### config.mk
export PLATFORM = sky130hd
export DESIGN_NAME = sorted_set_insert_delete
export DESIGN_NICKNAME = d
export VERILOG_FILES = /design/src/rtl/core/ssid_pkg.sv /design/src/rtl/core/ssid_ctrl.sv /design/src/rtl/core/ssid_dpath.sv /design/src/rtl/core/sorted_set_insert_delete.sv
export SDC_FILE = /design/constraint.sdc
export NUM_CORES = 2
export LEC_CHECK = 0
export BUFFER_PORTS_ARGS = -buffer_cell sky130_fd_sc_hd__buf_2
export CELL_PAD_IN_SITES_DETAIL_PLACEMENT = 0
export CELL_PAD_IN_SITES_GLOBAL_PLACEMENT = 1
export CORE_AREA = 2 2 386 388
export DETAILED_ROUTE_END_ITERATION = 10
export DIE_AREA = 0 0 388 390
export HOLD_SLACK_MARGIN = 0.03
export PLACE_DENSITY_LB_ADDON = 0.1
export SLEW_MARGIN = 20
export SYNTH_ARGS = -nofsm -noshare
export SYNTH_HDL_FRONTEND = slang
export SYNTH_SLANG_ARGS = --single-unit
### constraint.sdc
create_clock -name clk -period 8.3 [get_ports clk]
set_input_delay 0.83 -clock clk [delete_from_list [all_inputs] [get_ports clk]]
set_output_delay 0.83 -clock clk [all_outputs]
set_load 0.1 [all_outputs]
### src/rtl/core/ssid_pkg.sv
`timescale 1ns / 1ps
`default_nettype none
// ----------------------------------------------------------------------------
// ssid_pkg: shared types and constants for the sorted set block
// Capacity, derived widths, operation and status codes, control command.
// ----------------------------------------------------------------------------
package ssid_pkg;

  localparam int CAPACITY = 16;
  localparam int CNT_W    = $clog2(CAPACITY + 1);
  localparam int IDX_W    = (CAPACITY > 1) ? $clog2(CAPACITY) : 1;

  localparam int OP_W     = 2;
  localparam int VAL_W    = 32;
  localparam int RANK_W   = 4;
  localparam int STAT_W   = 3;
  localparam int COUNT_W  = 5;

  typedef enum logic [OP_W-1:0] {
    OP_INSERT = 2'd0,
    OP_DELETE = 2'd1,
    OP_READ   = 2'd2,
    OP_CLEAR  = 2'd3
  } op_t;

  typedef enum logic [STAT_W-1:0] {
    ST_INSERTED  = 3'd0,
    ST_DUPLICATE = 3'd1,
    ST_DELETED   = 3'd2,
    ST_NOT_FOUND = 3'd3,
    ST_FULL      = 3'd4,
    ST_OK        = 3'd5
  } status_t;

  // controller to datapath
  typedef struct packed {
    logic load;   // capture the accepted item
    logic exec;   // apply the operation, update the result registers
  } ssid_cmd_t;

endpackage
`default_nettype wire

### src/rtl/core/ssid_ctrl.sv
`timescale 1ns / 1ps
`default_nettype none
// ----------------------------------------------------------------------------
// ssid_ctrl: operation sequencer
// Two-state machine: accept, then execute and raise the result strobe.
// ----------------------------------------------------------------------------
module ssid_ctrl (
  input  wire logic              clk,
  input  wire logic              rst_n,
  input  wire logic              start,
  output logic                   busy,
  output ssid_pkg::ssid_cmd_t    cmd,
  output logic                   out_valid
);
  import ssid_pkg::*;

  typedef enum logic {
    S_IDLE,
    S_EXEC
  } state_t;

  state_t state_r, state_nxt;
  logic   out_valid_r, out_valid_nxt;

  always_comb begin
    state_nxt     = state_r;
    out_valid_nxt = 1'b0;
    case (state_r)
      S_IDLE: begin
        if (start) begin
          state_nxt = S_EXEC;
        end
      end
      S_EXEC: begin
        state_nxt     = S_IDLE;
        out_valid_nxt = 1'b1;
      end
      default: begin
        state_nxt = S_IDLE;
      end
    endcase
  end

  always_ff @(posedge clk) begin
    if (!rst_n) begin
      state_r     <= S_IDLE;
      out_valid_r <= 1'b0;
    end else begin
      state_r     <= state_nxt;
      out_valid_r <= out_valid_nxt;
    end
  end

  assign busy      = (state_r != S_IDLE);
  assign cmd.load  = start && (state_r == S_IDLE);
  assign cmd.exec  = (state_r == S_EXEC);
  assign out_valid = out_valid_r;

endmodule
`default_nettype wire

### src/rtl/core/ssid_dpath.sv
`timescale 1ns / 1ps
`default_nettype none
// ----------------------------------------------------------------------------
// ssid_dpath: sorted cell array and result registers
// Each cell compares the broadcast value and shifts from a neighbor.
// ----------------------------------------------------------------------------
module ssid_dpath (
  input  wire logic                                 clk,
  input  wire logic                                 rst_n,
  input  wire ssid_pkg::ssid_cmd_t                  cmd,
  input  wire logic [ssid_pkg::OP_W-1:0]            in_operation,
  input  wire logic signed [ssid_pkg::VAL_W-1:0]    in_value,
  input  wire logic [ssid_pkg::RANK_W-1:0]          in_rank,
  output logic [ssid_pkg::STAT_W-1:0]               out_status,
  output logic [ssid_pkg::COUNT_W-1:0]              out_count,
  output logic signed [ssid_pkg::VAL_W-1:0]         out_read_value,
  output logic                                      out_read_valid
);
  import ssid_pkg::*;

  // captured item
  op_t                     op_r;
  logic signed [VAL_W-1:0] value_r;
  logic [RANK_W-1:0]       rank_r;

  // set storage
  logic signed [VAL_W-1:0] entries_r [CAPACITY];
  logic signed [VAL_W-1:0] entries_nxt [CAPACITY];
  logic [CNT_W-1:0]        held_r, held_nxt;

  // result registers
  status_t                 status_r, status_nxt;
  logic signed [VAL_W-1:0] rval_r, rval_nxt;
  logic                    rvalid_r, rvalid_nxt;

  logic [CAPACITY-1:0] lt;   // occupied and below the value (thermometer)
  logic [CAPACITY-1:0] eq;   // occupied and equal to the value
  logic                found;
  logic                full;
  logic                do_ins;
  logic                do_del;
  logic                rank_ok;
  logic [IDX_W-1:0]    rank_idx;

  always_ff @(posedge clk) begin
    if (cmd.load) begin
      op_r    <= op_t'(in_operation);
      value_r <= in_value;
      rank_r  <= in_rank;
    end
  end

  // per-cell compare
  for (genvar i = 0; i < CAPACITY; i++) begin : g_cmp
    logic occ;
    assign occ   = (CNT_W'(i) < held_r);
    assign lt[i] = occ && (entries_r[i] < value_r);
    assign eq[i] = occ && (entries_r[i] == value_r);
  end

  assign found  = |eq;
  assign full   = (held_r == CNT_W'(CAPACITY));
  assign do_ins = (op_r == OP_INSERT) && !found && !full;
  assign do_del = (op_r == OP_DELETE) && found;

  // per-cell shift: insert opens a hole at the first cell not below the
  // value, delete closes the hole at the matching cell
  for (genvar i = 0; i < CAPACITY; i++) begin : g_cell
    logic signed [VAL_W-1:0] left;
    logic signed [VAL_W-1:0] right;
    logic                    at_pos;
    if (i == 0) begin : g_first
      assign left   = value_r;
      assign at_pos = 1'b1;
    end else begin : g_mid
      assign left   = entries_r[i-1];
      assign at_pos = lt[i-1];
    end
    if (i == CAPACITY - 1) begin : g_last
      assign right = entries_r[i];
    end else begin : g_inner
      assign right = entries_r[i+1];
    end
    always_comb begin
      entries_nxt[i] = entries_r[i];
      if (do_ins && !lt[i]) begin
        entries_nxt[i] = at_pos ? value_r : left;
      end else if (do_del && !lt[i]) begin
        entries_nxt[i] = right;
      end
    end
  end

  assign rank_ok  = (32'(rank_r) < 32'(held_r));
  assign rank_idx = IDX_W'(rank_r);

  always_comb begin
    held_nxt   = held_r;
    status_nxt = ST_OK;
    rval_nxt   = '0;
    rvalid_nxt = 1'b0;
    case (op_r)
      OP_INSERT: begin
        if (found) begin
          status_nxt = ST_DUPLICATE;
        end else if (full) begin
          status_nxt = ST_FULL;
        end else begin
          status_nxt = ST_INSERTED;
          held_nxt   = held_r + CNT_W'(1);
        end
      end
      OP_DELETE: begin
        if (found) begin
          status_nxt = ST_DELETED;
          held_nxt   = held_r - CNT_W'(1);
        end else begin
          status_nxt = ST_NOT_FOUND;
        end
      end
      OP_READ: begin
        if (rank_ok) begin
          rval_nxt   = entries_r[rank_idx];
          rvalid_nxt = 1'b1;
        end
      end
      OP_CLEAR: begin
        held_nxt = '0;
      end
      default: begin
        held_nxt = held_r;
      end
    endcase
  end

  always_ff @(posedge clk) begin
    if (!rst_n) begin
      held_r <= '0;
    end else if (cmd.exec) begin
      held_r <= held_nxt;
    end
  end

  always_ff @(posedge clk) begin
    if (cmd.exec) begin
      for (int k = 0; k < CAPACITY; k++) begin
        entries_r[k] <= entries_nxt[k];
      end
      status_r <= status_nxt;
      rval_r   <= rval_nxt;
      rvalid_r <= rvalid_nxt;
    end
  end

  assign out_status     = status_r;
  assign out_count      = COUNT_W'(held_r);
  assign out_read_value = rval_r;
  assign out_read_valid = rvalid_r;

endmodule
`default_nettype wire

### src/rtl/core/sorted_set_insert_delete.sv
`timescale 1ns / 1ps
`default_nettype none
// ----------------------------------------------------------------------------
// sorted_set_insert_delete: ascending duplicate-free set of signed words
// Insert, delete, read by rank and clear on a shifting cell array.
// ----------------------------------------------------------------------------
//  channel   handshake            payload
//  input     start / busy         in_operation, in_value, in_rank
//  result    out_valid (strobe)   out_status, out_count, out_read_value,
//                                 out_read_valid
//
//  Every operation has a capture step that takes the item and an execute
//  step in which all cells compare against the broadcast value and shift in
//  parallel. The result strobe follows the execute cycle; a new item can be
//  taken while the strobe is high, but not while the previous item executes.
//  Reset (rst_n low at a clock edge) empties the set; cell contents are
//  left as they are. The result side has no back-pressure: out_valid is high
//  for exactly one cycle per item.
// ----------------------------------------------------------------------------
module sorted_set_insert_delete (
  input  wire logic                              clk,
  input  wire logic                              rst_n,
  input  wire logic                              start,
  output logic                                   busy,
  input  wire logic [ssid_pkg::OP_W-1:0]         in_operation,
  input  wire logic signed [ssid_pkg::VAL_W-1:0] in_value,
  input  wire logic [ssid_pkg::RANK_W-1:0]       in_rank,
  output logic                                   out_valid,
  output logic [ssid_pkg::STAT_W-1:0]            out_status,
  output logic [ssid_pkg::COUNT_W-1:0]           out_count,
  output logic signed [ssid_pkg::VAL_W-1:0]      out_read_value,
  output logic                                   out_read_valid
);
  import ssid_pkg::*;

  ssid_cmd_t cmd;

  // sequencer: accept, execute, strobe
  ssid_ctrl u_ctrl (
    .clk       (clk),
    .rst_n     (rst_n),
    .start     (start),
    .busy      (busy),
    .cmd       (cmd),
    .out_valid (out_valid)
  );

  // cell array, count and result registers
  ssid_dpath u_dpath (
    .clk            (clk),
    .rst_n          (rst_n),
    .cmd            (cmd),
    .in_operation   (in_operation),
    .in_value       (in_value),
    .in_rank        (in_rank),
    .out_status     (out_status),
    .out_count      (out_count),
    .out_read_value (out_read_value),
    .out_read_valid (out_read_valid)
  );

endmodule
`default_nettype wire

==> key figures <==
Logic synthesis
  • Post-synth EDFFs: 586
  • Synth Cell Area: approximately 44000 µm²
  • Register area share after synthesis: 40.4%
  • Syn_area_per_cell: 10.9 µm²
  • Syn Nets: about 4600
  • Synth unique cells: 71
  • Synth area leader: edfxtp_1
  • Synth area leaders: edfxtp_1 40%, ha_1 15%, mux4_2 8.2%
  • Asr flop ratio synth: 0%
  • Flops & latches, synth: about 590
  • Ys flop type: edfxtp_1
  • Gate Count Post-Synth: 4047
  • Top cell type's share of synthesized area: approximately two fifths
  • Most frequent cell after synthesis: edfxtp_1
  • YS warnings: 0
  • Synth top cells by count: 586 x edfxtp_1, 519 x ha_1, 423 x a21oi_1, 409 x nand2_1, 340 x o21ai_0

STA
  • Skew final: approximately 47 ps
  • Final setup vio count: 0
  • Crit path time final: 6980 ps
  • Setup tns final: 0 ps
  • Fin. max-slew vios: 0
  • Fin crit share: 84.1%
  • Worst relative slew slack: 20.7%
  • Worst Tran Pin Value: 1190 ps
  • RSZ-0062 raised after global routing: false
  • FMAX: around 140 MHz
  • Final hold vios: 0

Placement
  • IO Port Bufs: 83
  • DP HPWL: 148000 µm
  • Routability congestion estimate: 0.901

Pwr
  • Part of the power in the clock network: between 40% and 50%
  • Flop pwr share: 40.9%
  • Sw Ratio: a little under a third
  • Logic pwr share: between 10% and 20%
  • Pleak: 18.4 nW
  • Net switching power: 2.69 mW
  • Power Density: 177 nW/µm²
  • Internal Power: 6.09 mW
  • Max VDD drop: 0.138 mV

Global routing
  • Largest net degree at the start of global routing: 130
  • Initial antenna violation count: 7
  • Tot GR Track Use: a little over a quarter
  • Vias in the first global route: 34100
  • GRT overflow: 0
  • First-pass GRT wire length: around 290000 µm

Setup path
  • Crit Path Class: reg -> reg
  • Crit end category: flip-flop
  • CP Cell Sequence: inv_1 > ha_1 > nand4_1 > nor2_1 > nand4_1 > nand4_1 > or4_1 > nor3_2 > a31o_1 > nand2_1 > nor2_4 > buf_12
  • Cell mode on critical path: nand4_1
  • CP bufs+invs: 2
  • CP max stage cell: nor2_4
  • Top delay family on crit path: simple AND/OR/NAND/NOR gates
  • WP data required: 8680 ps
  • Worst path max stage delay: 960 ps
  • CP Max Fanout: 20
  • Arrival @ worst endpoint: 7360 ps
  • Critical Path Source Type: flip-flop

Drt
  • Via Count: 35100
  • Pre-Repair DR Iteration Count: 6
  • Wirelength per Cell: between 30 and 40 µm
  • ANT nets after route: 0
  • Iteration-0 DRC Markers: 3632
  • Avg Vias per Cell: just under 6
  • Post-Route WL: approximately 210000 µm
  • Remaining DRCs: 0

Floorplanning
  • Die Y: 390 µm
  • Die ar.: 151000 µm²
  • Number of primary I/O pins: 84
  • Standard-cell row count: 141
  • Placeable Area: 147000 µm²
  • Width of the die: 388 µm
  • Initial Utilization: between 20 and 30%

Clock network
  • Post-CTS Resized: 0
  • TritonCTS clock tree: yes
  • Worst-path clk slew: 60 ps
  • Clock latency on the worst-skew pair: 710 ps
  • # clock sinks: just under 600
  • # hold bufs at CTS: 0
  • CTS max path bufs: 3
  • Root Driver: clkbuf_16
  • Total CTS buffers: 82
  • Post-CTS setup repair buffer count: 0
  • H-Tree Depth: 3

Status
  • Status: finished, final reports clean

Finish
  • Fin util: 33.7%
  • Area grow syn2layout: 12.9%
  • Share of cells above drive strength 1: 14.0%
  • Fin nets: ~4600

Hold path
  • Hold crit path type: in -> reg

Run
  • Number of max-cap violations: 0
==> layout by cell type (no fill, tap or decap), drive strengths merged, types with 9 or more instances in the layout <==
cell / count
a211oi: 13
a21o: 69
a21oi: 423
a31oi: 37
and3: 9
buf: 171
bufinv: 9
clkbuf: 108
clkinv: 28
edfxtp: 586
ha: 519
inv: 67
mux2: 96
mux2i: 334
mux4: 160
nand2: 409
nand2b: 25
nand3: 30
nand4: 130
nor2: 249
nor2b: 65
nor3: 26
nor4: 17
o211ai: 17
o21a: 19
o21ai: 404
==> power groups by stage <==
| stage | registers, mW | clock network, mW | logic, mW |
|---|---|---|---|
| after global routing | 3.60 | 3.88 | 1.61 |
| after CTS | 3.58 | 3.79 | 1.49 |
| final | 3.59 | 3.70 | 1.49 |
| after floorplan | 3.60 | 0 | 0.884 |
| after global placement | 3.65 | 0 | 1.48 |
| after detailed placement | 3.65 | 0 | 1.48 |
==> cell families after synthesis <==
logic type | synth area share, %
buffers and inverters | 2.87
muxes | 18.3
and+or+nand+nor | 10.4
xor gates and xnor gates | 0.0598
AOI/OAI and AO/OA | 13.3
DFF | 40.4
adders and majority gates | 14.8
==> per-stage QoR <==
| stage | total power [mW] | cells | worst slack [ps] | hold WS [ps] | area [µm²] |
|---|---|---|---|---|---|
| 6_report | 8.78 | 6060 | 1320 | 303 | 49600 |
| 5_1_grt | 9.09 | 6056 | 1240 | 277 | 49600 |
| 4_1_cts | 8.86 | 6056 | 1500 | 237 | 49600 |
| 3_5_place_dp | 5.13 | 5904 | 1580 | 587 | 46900 |
| 3_3_place_gp | 5.12 | 5904 | 1500 | 580 | 46900 |
| 2_1_floorplan | 4.49 | 4047 | 2840 | 540 | 44000 |
==> routing by layer <==
metal | up-vias | track usage, % | routed length [µm]
li1 | 15700 | - | -
met1 | 17900 | 39.6 | 98300
met2 | 1284 | 42.2 | 92800
met3 | 217 | 4.74 | 14200
met4 | 2 | 6.39 | 4360
met5 | - | 0 | 13
==> flip-flops by register name, summed over array words and instances (netlist names) <==
register	flops
u_ctrl.busy	1
u_ctrl.out_valid	1
u_dpath.entries_r	512
u_dpath.g_cell.left	32
u_dpath.op_r	2
u_dpath.out_count	5
u_dpath.out_read_valid	1
u_dpath.out_read_value	32
u_dpath.out_status	3
u_dpath.rank_idx	4
==> area by class of cell <==
type                            count  area, µm²
Antenna cell                        4       10.0
Clock buffer                      108       2210
Clock inverter                     44        474
Fill cell                       14800      97500
Inverter                           63        236
Multi-Input combinational cell   3147      25300
Sequential cell                   593      17700
Tap cell                         1930       2410
Timing Repair Buffer              171       1290
==> path summary, 6_finish.rpt <==
kind	startpoint	to	slack (ps)	cells after the start
setup / recovery	u_dpath.g_cell[0].left[27]	u_dpath.entries_r[4][29]	1320	12
hold / removal	in_value[16]	u_dpath.g_cell[0].left[16]	300	1
setup reg to reg	u_dpath.g_cell[0].left[27]	u_dpath.entries_r[4][29]	1320	12
hold reg to reg	u_dpath.entries_r[6][0]	u_dpath.entries_r[5][0]	610	2
No activity file was read; power rests on OpenSTA's default activity.
